==> config.mk <==
export PLATFORM = sky130hd
export DESIGN_NAME = gwdf_ctrl
export DESIGN_NICKNAME = d
export VERILOG_FILES = /design/src/hw/rtl/gwdf_pkg.sv /design/src/hw/rtl/gwdf_ctrl.sv
export SDC_FILE = /design/constraint.sdc
export NUM_CORES = 1
export LEC_CHECK = 0
export BUFFER_PORTS_ARGS = -buffer_cell sky130_fd_sc_hd__buf_4
export CAP_MARGIN = 25
export CELL_PAD_IN_SITES_DETAIL_PLACEMENT = 1
export CELL_PAD_IN_SITES_GLOBAL_PLACEMENT = 1
export CORE_MARGIN = 10
export CORE_UTILIZATION = 27
export CTS_BUF_LIST = sky130_fd_sc_hd__clkbuf_8
export DETAILED_ROUTE_END_ITERATION = 10
export PLACE_DENSITY = 0.75
export SLEW_MARGIN = 15
export SYNTH_ARGS = -nofsm -noshare
export SYNTH_HDL_FRONTEND = slang
export SYNTH_SLANG_ARGS = --single-unit
==> constraint.sdc <==
create_clock -name i_clk -period 1.45 [get_ports i_clk]
set_clock_uncertainty 0.2 [all_clocks]
set_input_delay 0.29 -clock i_clk [delete_from_list [all_inputs] [get_ports i_clk]]
set_output_delay 0.29 -clock i_clk [all_outputs]
set_load 0.005 [all_outputs]
==> src/hw/rtl/gwdf_pkg.sv <==
// Shared types, codes and default sizes for the grid wavefront distance fill block.
package gwdf_pkg;

    localparam int MAX_COLS_DEF     = 64;
    localparam int MAX_ROWS_DEF     = 64;
    localparam int WEIGHT_LIMIT_DEF = 4095;

    localparam int GRID_W = 7;
    localparam int REQ_W  = 2;
    localparam int IDX_W  = 6;
    localparam int CODE_W = 2;
    localparam int OUT_W  = 13;

    localparam logic [REQ_W-1:0] REQ_WRITE   = 2'd0;
    localparam logic [REQ_W-1:0] REQ_RUN     = 2'd1;
    localparam logic [REQ_W-1:0] REQ_READ    = 2'd2;
    localparam logic [REQ_W-1:0] REQ_UNKNOWN = 2'd3;

    localparam logic [CODE_W-1:0] CODE_EMPTY = 2'd0;
    localparam logic [CODE_W-1:0] CODE_SEED  = 2'd1;
    localparam logic [CODE_W-1:0] CODE_BLOCK = 2'd2;
    localparam logic [CODE_W-1:0] CODE_BAD   = 2'd3;

    localparam logic [1:0] MODE_IDLE  = 2'd0;
    localparam logic [1:0] MODE_PROG  = 2'd1;
    localparam logic [1:0] MODE_ARMED = 2'd2;

    localparam logic CFG_WIDTH  = 1'b0;
    localparam logic CFG_HEIGHT = 1'b1;

    typedef enum logic [3:0] {
        S_CLEAR,
        S_IDLE,
        S_RD_RES,
        S_PASS,
        S_CELL_RD,
        S_CELL_EV,
        S_NB_RD,
        S_NB_EV,
        S_ADV,
        S_PEND,
        S_DONE
    } t_state;

    typedef struct packed {
        logic clr_wr;
        logic accept;
        logic rd_res;
        logic pass_init;
        logic cell_rd;
        logic cell_eval;
        logic nb_rd;
        logic nb_eval;
        logic adv;
        logic pass_end;
        logic done;
    } t_cmd;

    typedef struct packed {
        logic clr_last;
        logic grid_empty;
        logic grow;
        logic nb_in;
        logic nb_last;
        logic scan_end;
        logic empty_seen;
        logic at_limit;
        logic out_free;
    } t_stat;

endpackage

==> src/hw/rtl/gwdf_ctrl.sv <==
// Sequencer for requests, the clearing sweep and the fill passes.
module gwdf_ctrl (
    input  logic                         i_clk,
    input  logic                         i_rst_n,
    input  logic                         i_valid,
    output logic                         o_stall,
    input  logic [gwdf_pkg::REQ_W-1:0]   i_req_type,
    input  gwdf_pkg::t_stat              i_stat,
    output gwdf_pkg::t_cmd               o_cmd
);

    gwdf_pkg::t_state r_state;
    gwdf_pkg::t_state n_state;
    logic             in_ok;
    logic             acc;

    assign in_ok   = (r_state == gwdf_pkg::S_IDLE) && i_stat.out_free;
    assign o_stall = !in_ok;
    assign acc     = i_valid && in_ok;

    always_ff @(posedge i_clk) begin
        if (!i_rst_n) begin
            r_state <= gwdf_pkg::S_CLEAR;
        end else begin
            r_state <= n_state;
        end
    end

    always_comb begin
        n_state = r_state;
        case (r_state)
            gwdf_pkg::S_CLEAR: begin
                if (i_stat.clr_last) n_state = gwdf_pkg::S_IDLE;
            end
            gwdf_pkg::S_IDLE: begin
                if (acc && i_req_type == gwdf_pkg::REQ_RUN) n_state = gwdf_pkg::S_PASS;
                else if (acc && i_req_type == gwdf_pkg::REQ_READ) n_state = gwdf_pkg::S_RD_RES;
            end
            gwdf_pkg::S_RD_RES: n_state = gwdf_pkg::S_IDLE;
            gwdf_pkg::S_PASS: begin
                n_state = i_stat.grid_empty ? gwdf_pkg::S_PEND : gwdf_pkg::S_CELL_RD;
            end
            gwdf_pkg::S_CELL_RD: n_state = gwdf_pkg::S_CELL_EV;
            gwdf_pkg::S_CELL_EV: begin
                n_state = i_stat.grow ? gwdf_pkg::S_NB_RD : gwdf_pkg::S_ADV;
            end
            gwdf_pkg::S_NB_RD: begin
                if (i_stat.nb_in) n_state = gwdf_pkg::S_NB_EV;
                else if (i_stat.nb_last) n_state = gwdf_pkg::S_ADV;
            end
            gwdf_pkg::S_NB_EV: begin
                n_state = i_stat.nb_last ? gwdf_pkg::S_ADV : gwdf_pkg::S_NB_RD;
            end
            gwdf_pkg::S_ADV: begin
                n_state = i_stat.scan_end ? gwdf_pkg::S_PEND : gwdf_pkg::S_CELL_RD;
            end
            gwdf_pkg::S_PEND: begin
                if (!i_stat.empty_seen || i_stat.at_limit) n_state = gwdf_pkg::S_DONE;
                else n_state = gwdf_pkg::S_PASS;
            end
            gwdf_pkg::S_DONE: n_state = gwdf_pkg::S_IDLE;
            default: n_state = gwdf_pkg::S_CLEAR;
        endcase
    end

    always_comb begin
        o_cmd = '0;
        case (r_state)
            gwdf_pkg::S_CLEAR:   o_cmd.clr_wr    = 1'b1;
            gwdf_pkg::S_IDLE:    o_cmd.accept    = acc;
            gwdf_pkg::S_RD_RES:  o_cmd.rd_res    = 1'b1;
            gwdf_pkg::S_PASS:    o_cmd.pass_init = 1'b1;
            gwdf_pkg::S_CELL_RD: o_cmd.cell_rd   = 1'b1;
            gwdf_pkg::S_CELL_EV: o_cmd.cell_eval = 1'b1;
            gwdf_pkg::S_NB_RD:   o_cmd.nb_rd     = 1'b1;
            gwdf_pkg::S_NB_EV:   o_cmd.nb_eval   = 1'b1;
            gwdf_pkg::S_ADV:     o_cmd.adv       = 1'b1;
            gwdf_pkg::S_PEND:    o_cmd.pass_end  = 1'b1;
            gwdf_pkg::S_DONE:    o_cmd.done      = 1'b1;
            default:             o_cmd           = '0;
        endcase
    end

    a_busy_stalls: assert property (@(posedge i_clk) disable iff (!i_rst_n)
        (r_state != gwdf_pkg::S_IDLE) |-> o_stall)
        else $error("request taken while the sequencer is busy");

    a_rd_from_idle: assert property (@(posedge i_clk) disable iff (!i_rst_n)
        (r_state == gwdf_pkg::S_RD_RES) |-> ($past(r_state) == gwdf_pkg::S_IDLE))
        else $error("read result without a read request");

    a_nb_order: assert property (@(posedge i_clk) disable iff (!i_rst_n)
        (r_state == gwdf_pkg::S_NB_EV) |-> ($past(r_state) == gwdf_pkg::S_NB_RD))
        else $error("neighbour check without a neighbour read");

endmodule

# Yosys cells after proc, flatten, opt, wreduce, memory -nomap -nowiden
# Cells that the tools add are included.
[totals]
output_inout_bits = 12
inputBits = 14
wordCells = 48
register_bits = 4
[classes]
muxes = 22
n_reduce_logical = 10
n_eq_ne = 15
[ops]
columns = ["operator", "count"]
rows = [
  ["$mux 4", 10],
  ["$pmux 4 s10", 1],
  ["$eq 4x3->1 const B", 4],
  ["$eq 4x4->1 const B", 3],
  ["$mux 1", 11],
  ["$eq 4x2->1 const B", 2],
  ["$eq 4x1->1 const B", 1],
  ["$logic_and 1x1->1", 4],
  ["$logic_not 4->1", 1],
  ["$ne 3x1->1 const B", 1],
  ["$ne 3x3->1 const B", 1],
  ["$reduce_and 3->1", 1],
  ["$eq 2x1->1 const B", 1],
  ["$eq 2x2->1 const B", 1],
  ["$logic_not 1->1", 2],
  ["$ne 2x2->1 const B", 1],
  ["$reduce_or 2->1", 1],
  ["$logic_or 1x1->1", 1],
]

# Longest topological paths before layout
# Gate-level depths: netlist of the first run.
[depth]
word_depth = 7
depth_mapped = 5
mapped_depth_nobuf = 4

# Worst setup path after synthesis of the first run
# No wires, ideal clock.
[synth_timing]
path_kind = "register to register"
startpoint = "register r_state[1]"
endpoint = "register r_state[0]"
n_path_buf = 1
arrival_ps = 1106
path_stages_with_launch = 6
t_required_ps = 1176
slack_ps = 70
setup_time_ps = 74
synth_period_minus_slack_ps = 1380
path_cell_list = "dfxtp_1 -> buf_6 -> or2_4 -> nor3_2 -> a31oi_1 -> a31oi_1"
[synth_via]
elab_chain_cells = 6
word_cells_on_any_way = 22
classes_between = "eq/ne: 13; mux: 2; reduce/logical: 7"
[synth_lines]
columns = ["element", "line_no", "source"]
rows = [
  ["start: declaration", "gwdf_ctrl.sv:12", "gwdf_pkg::t_state r_state;"],
  ["start signal: assignment", "gwdf_ctrl.sv:23", "r_state <= gwdf_pkg::S_CLEAR;"],
  ["start signal: assignment", "gwdf_ctrl.sv:25", "r_state <= n_state;"],
  ["$eq 4x1->1", "gwdf_ctrl.sv:17, gwdf_ctrl.sv:31", ""],
  ["$logic_and 1x1->1", "gwdf_ctrl.sv:17", "assign in_ok = (r_state == gwdf_pkg::S_IDLE) && i_stat.out_free;"],
  ["$logic_and 1x1->1", "gwdf_ctrl.sv:19", "assign acc = i_valid && in_ok;"],
  ["$logic_and 1x1->1 (on tied branches)", "gwdf_ctrl.sv:36, gwdf_ctrl.sv:37", ""],
  ["$mux 4 / $ne 3x1->1 (equally long branches)", "--", ""],
  ["$pmux 4 s10 / $reduce_and 3->1 (equally long branches)", "--", ""],
]
# Parallel ways exist; a longest one is shown, timed or not.
# A chain may end at the register's enable or synchronous reset.

==> impl_metrics.py, run 1 <==
metrics = {
    "synth": {
        "ys_seq_area_share_pct": 17.07,
        "avgSynthCellArea_um2": 7.109,
        "synth_cell_type_count": 35,
        "netlist_area_um2": 469.2,
        "yosys_warnings": 0,
        "ys_ff_latch": 4,
        "synth_nets": 80,
        "syn_inst": 66,
    },
    "clock_network": {
        "clkTransAtPathRegs_ns": 0.04,
        "cts_tree": "yes",
        "clk-insertion-delay-late_ns": 0.22,
        "hold_buffers": 0,
        "cts_buffers": 3,
        "cts_buffer_depth": 2,
        "clock_sinks": 4,
        "cts_root_buf": "clkbuf_8",
        "htree_levels": 1,
    },
    "flow_run": {
        "max_cap_viol_count": 0,
    },
    "grt": {
        "overflow": 0,
        "track_usage_pct": 11.74,
        "grt_pass1_wl_um": 3325,
        "grt_pass1_vias": 742,
        "grt_start_max_net_pins": 11,
        "antenna_found_initial": 0,
    },
    "hold_path": {
        "min_path_cells": 3,
        "holdCritPathClass": "in2reg",
    },
    "detailed_routing": {
        "wire_per_inst_um": 19.38,
        "dr.first_iter.drc_count": 14,
        "vias": 694,
        "route.detailed.drc": 0,
        "routed_wl_um": 2423,
        "drtAntennaViolNets": 0,
        "vias_per_cell": 5.552,
        "drtPass1Iterations": 4,
    },
    "sta": {
        "final.min_clock_period_ns": 1.643,
        "hold_viol_final": 0,
        "drv_slew": 0,
        "fin_ws_ns": -0.1926,
        "fmax_ghz": 0.6088,
        "setup_viol": 15,
        "finalCritPeriodShare_pct": 113.3,
        "rsz0062_at_grt": "true",
        "worstMarginPinSlew_ns": 0.3088,
        "max_slew_margin_pct": 79.26,
    },
    "cells_and_area": {
        "biggestRegsByFlops": "r_state (4)",
        "multi_input_area_um2": 431.7,
        "final_area_um2": 947.2,
        "regMostFlops": "r_state",
        "final_nets": 124,
        "drive_above_1_share_pct": 64.81,
        "final-seq-area_um2": 92.59,
        "layout_commonest_cell": "buf_4",
        "diodes": 0,
        "syn_to_final_growth_pct": 101.9,
        "largest_reg_flops": 4,
        "final_cell_mix": "buf_4, buf_6, nor2_2, inv_1, nor2_1",
        "fin_cells": 125,
        "utilization_pct": 56.07,
        "n_fill_cell": 204,
    },
    "placed_design": {
        "hpwl_um": 1484,
        "numPortBuffers": 25,
        "place_area_um2": 695.7,
        "gp_congestion": 0.7195,
        "place_inst": 111,
    },
    "die": {
        "coreArea_mm2": 0.001689,
        "die_x_um": 61.69,
        "initial_utilization_pct": 27.78,
        "row_count": 15,
        "die_h_um": 61.69,
        "die-area_mm2": 0.003805,
        "io_pins": 26,
    },
    "critical_path": {
        "cp.required_ns": 0.96,
        "crit_path_start_kind": "register",
        "endpoint_kind": "output pin",
        "worstRegToRegCells": 6,
        "cp_max_fo": 5,
        "crit_type": "reg2out",
        "arrival_ns": 1.15,
    },
    "status": {
        "status": "finished with violations",
        "violations": "negative setup slack",
    },
    "power": {
        "power_leakage_nw": 0.4105,
        "powerDensity_mw_per_mm2": 614.8,
        "ir_worst_vdd_mv": 0.4501,
    },
}
[critical path, cell delays in order (launching register included)]
cell and delay [ns]:
dfxtp_4 0.35, buf_6 0.11, or2b_1 0.22, nor2_1 0.11, buf_4 0.13
[stage by stage]
step	hold WS, ns	TNS, ns	worst slack, ns	power [mW]
floorplan	0.2861	0	0.07002	0.2025
global placement	0.4264	-0.1594	-0.05434	0.2726
detailed placement	0.4226	-0.2661	-0.08201	0.2762
CTS	0.1895	-1.267	-0.1716	0.5556
global route	0.2135	-2.358	-0.2273	0.6103
finish	0.2025	-1.748	-0.1926	0.5823
[where the power goes]
part / total (mW) / leakage, nW / switching (mW) / internal, mW
Sequential: 0.124 / 0.0352 / 0.0101 / 0.114
Clock: 0.245 / 0.0216 / 0.0672 / 0.178
Combinational: 0.213 / 0.354 / 0.100 / 0.113
Total: 0.582 / 0.411 / 0.178 / 0.404
[synthesized netlist by cell type]
| library cell | number | area [um^2] |
|---|---|---|
| nor2_2 | 2 | 12.51 |
| nand2_1 | 4 | 15.01 |
| nand4b_1 | 1 | 8.760 |
| or3_1 | 2 | 12.51 |
| nor3_2 | 1 | 10.01 |
| nor2b_1 | 3 | 18.77 |
| a311oi_1 | 1 | 8.760 |
| or2b_1 | 1 | 7.510 |
| dfxtp_1 | 4 | 80.08 |
| a32o_1 | 1 | 10.01 |
| and3b_1 | 1 | 8.760 |
| a31o_1 | 1 | 8.760 |
| inv_1 | 5 | 18.77 |
| or2_4 | 1 | 8.760 |
| nor2_1 | 10 | 37.54 |
| o21ai_0 | 1 | 5.000 |
| nand3_1 | 1 | 5.000 |
| buf_6 | 2 | 22.52 |
| a21oi_1 | 2 | 10.01 |
| o31a_1 | 1 | 8.760 |
| nand2b_1 | 4 | 25.02 |
| a22oi_1 | 1 | 7.510 |
| nor3b_1 | 1 | 7.510 |
| or2_1 | 1 | 6.260 |
| nand4_1 | 2 | 12.51 |
| o21ai_1 | 1 | 5.000 |
| xor2_1 | 1 | 8.760 |
| a21o_2 | 1 | 8.760 |
| o22ai_1 | 1 | 6.260 |
| nor4_2 | 1 | 12.51 |
| a211o_1 | 1 | 8.760 |
| nand4bb_1 | 1 | 11.26 |
| o21a_1 | 1 | 7.510 |
| a31oi_1 | 3 | 18.77 |
| buf_2 | 1 | 5.000 |
[logic make-up (layout without fill, tap and decap cells)]
| logic type | Yosys count | in the layout | share of synthesized area (%) |
|---|---|---|---|
| AOI/OAI and AO/OA | 16 | 16 | 24.27 |
| and+or+nand+nor | 37 | 37 | 46.93 |
| DFF | 4 | 4 | 17.07 |
| buffers and inverters | 8 | 50 | 9.866 |
| xor gates and xnor gates | 1 | 1 | 1.867 |
[final cells by class]
class	count	share of cell area, %
multi-input combinational	54	45.57
timing repair buffer	42	36.06
sequential	4	9.775
clock buffer	3	4.359
tap	17	2.246
inverter	5	1.982
[worst paths after layout]
check / start / end / slack, ns
min reg2reg: r_state[2] / r_state[1] / 0.52
max: r_state[0] / o_cmd[0] / -0.19
min: i_stat[7] / r_state[2] / 0.20
max reg2reg: r_state[2] / r_state[2] / -0.09
[layer usage]
| layer | part of all wire (%) | GRT usage, % | vias to the layer above |
|---|---|---|---|
| met1 | 39 | 11.10 | 337 |
| met5 | 0 | 0 | - |
| li1 | - | - | 319 |
| met2 | 51 | 21.23 | 27 |
| met3 | 6.2 | 2.887 | 11 |
| met4 | 4.3 | 8.917 | 0 |
[timing repair]
action	in CTS	in global routing
resized for setup	23	15
pin swaps	12	3
setup endpoints to repair	15	16
buffers inserted	8	3
Power figures use the tool's default switching activity.
==> run 2, diff against run 1 <==
Settings changed: CTS_BUF_LIST sky130_fd_sc_hd__clkbuf_8 to sky130_fd_sc_hd__clkbuf_4, GPL_TIMING_DRIVEN set to 0.
==> run 2 against run 1 <==
Effect of this change:
- the run still ends with negative setup slack left
- non-clock buffer count grew 2
- hold slack got worse by 0.035 ns
- core utilization up 5.0 points
- maximum frequency decreased by 5.0%
- wire length increased by 5.2%
- first-iteration DRC count fell by 29%
- design area up 8.9%
- sequential power fell by 3%
- critical path type unchanged
- largest cell class unchanged
- largest power group is now combinational logic
- highest routed layer unchanged
==> impl_metrics.py, run 2 (synthesis gave the netlist of run 1 again) <==
metrics = {
    "status": {
        "violations": "negative setup slack",
        "status": "finished with violations",
    },
    "sta": {
        "fin_ws_ns": -0.2796,
        "drv_slew": 0,
        "hold_viol_final": 0,
        "rsz0062_at_grt": "true",
        "final.min_clock_period_ns": 1.730,
        "fmax_ghz": 0.5782,
        "setup_viol": 15,
        "finalCritPeriodShare_pct": 119.3,
        "worstMarginPinSlew_ns": 0.3578,
        "holdWs_ns": 0.1678,
        "max_slew_margin_pct": 76.15,
    },
    "detailed_routing": {
        "dr.first_iter.drc_count": 10,
        "drtAntennaViolNets": 0,
        "drtPass1Iterations": 4,
        "route.detailed.drc": 0,
        "wire_per_inst_um": 20.07,
        "vias": 701,
        "vias_per_cell": 5.520,
        "routed_wl_um": 2549,
    },
    "critical_path": {
        "critPathBufInv": 2,
        "cp_top_family": "flip-flops",
        "worstPathCellList": "buf_6 -> or2b_1 -> nor2_1 -> buf_4",
        "crit_type": "reg2out",
        "cp_max_fo": 5,
        "critical-path-max-stage-delay_ns": 0.36,
        "arrival_ns": 1.24,
        "endpoint_kind": "output pin",
        "worst_path_max_delay_cell": "dfxtp_4",
        "cp.required_ns": 0.96,
        "crit_path_start_kind": "register",
    },
    "cells_and_area": {
        "regMostFlops": "r_state",
        "final_nets": 126,
        "largest_reg_flops": 4,
        "final_cell_mix": "buf_4, buf_6, nor2_4",
        "drive_above_1_share_pct": 68.18,
        "biggestRegsByFlops": "r_state (4)",
        "diodes": 0,
        "layout_commonest_cell": "buf_4",
        "n_fill_cell": 189,
        "final_area_mm2": 0.001031,
        "syn_to_final_growth_pct": 119.7,
        "utilization_pct": 61.04,
    },
    "grt": {
        "grt_start_max_net_pins": 10,
        "overflow": 0,
        "grt_pass1_wl_um": 3622,
        "antenna_found_initial": 0,
        "grt_pass1_vias": 756,
        "track_usage_pct": 12.66,
    },
    "clock_network": {
        "clk-insertion-delay-late_ns": 0.25,
        "hold_buffers": 0,
        "htree_levels": 1,
        "cts_buffer_depth": 2,
        "clkTransAtPathRegs_ns": 0.05,
        "cts_tree": "yes",
        "cts_buffers": 3,
        "clock_sinks": 4,
        "cts_root_buf": "clkbuf_4",
    },
    "power": {
        "p_total_mw": 0.5447,
        "powerDensity_mw_per_mm2": 528.4,
        "ir_worst_vdd_mv": 0.3892,
        "power_leakage_nw": 0.4419,
    },
    "placed_design": {
        "hpwl_um": 1448,
        "place_area_um2": 678.2,
        "gp_congestion": 0.7422,
        "numPortBuffers": 25,
    },
    "die": {
        "die_h_um": 61.69,
        "io_pins": 26,
        "coreArea_mm2": 0.001689,
        "die-area_mm2": 0.003805,
        "initial_utilization_pct": 27.78,
        "row_count": 15,
        "die_x_um": 61.69,
    },
    "hold_path": {
        "holdCritPathClass": "in2reg",
    },
    "flow_run": {
        "max_cap_viol_count": 0,
    },
}
[run 2: cell count changes in the layout (fill, tap and decap cells not counted), moves of 3 or more]
cell,previous run,this run
clkbuf_4,0,3
buf_6,7,17
clkbuf_8,3,0
buf_4,35,27
nor2_2,5,1
nor2_4,3,6
[run 2: area by class of cell]
class	count	area [um^2]	area share, %
Multi-Input combinational cell	54	479.2	46.48
Timing Repair Buffer	41	360.3	34.95
Sequential cell	4	92.59	8.981
Buffer	3	33.78	3.277
Clock buffer	3	22.52	2.184
Inverter	5	21.27	2.063
Tap cell	17	21.27	2.063
[run 2: worst min-delay path, cell delays in order]
cell	delay [ns]
buf_4	0.11
inv_1	0.06
a211o_1	0.09
a31oi_1	0.03
[run 2: repair_timing]
item / CTS / global route
gates cloned: 1 / 0
gates resized for setup: 36 / 22
pin swaps: 20 / 11
endpoints found under the hold margin: 0 / 0
setup endpoints to repair: 16 / 16
setup buffers: 14 / 3
[run 2: final timing paths]
path | startpoint | end | slack, ns | depth (start not counted)
worst max register to register | r_state[1] | r_state[0] | -0.14 | 7
worst min-delay path | i_rst_n | r_state[0] | 0.17 | 4
worst min register to register | r_state[2] | r_state[3] | 0.51 | 2
worst max-delay path | r_state[0] | o_cmd[0] | -0.28 | 4
[run 2: through the flow]
stage / TNS [ns] / setup slack [ns] / std cells
floorplan: 0 / 0.07002 / 66
global placement: -0.4497 / -0.07841 / 108
detailed placement: -0.6553 / -0.1368 / 108
CTS: -2.053 / -0.2365 / 125
global route: -3.422 / -0.3149 / 127
finish: -2.848 / -0.2796 / 127
[run 2: report_power, final]
part	leakage [nW]	switching (mW)	internal (mW)
combinational	0.393	0.125	0.144
clock	0.0138	0.0617	0.0937
sequential	0.0352	0.00733	0.113
[run 2: routing by layer]
| metal | part of all wire (%) | wire length (um) | GRT usage [%] |
|---|---|---|---|
| met1 | 40 | 1032 | 13.43 |
| met5 | 0 | 0 | 0 |
| met3 | 5.5 | 140 | 2.268 |
| met4 | 3.5 | 89 | 7.006 |
| met2 | 50 | 1286 | 22.84 |
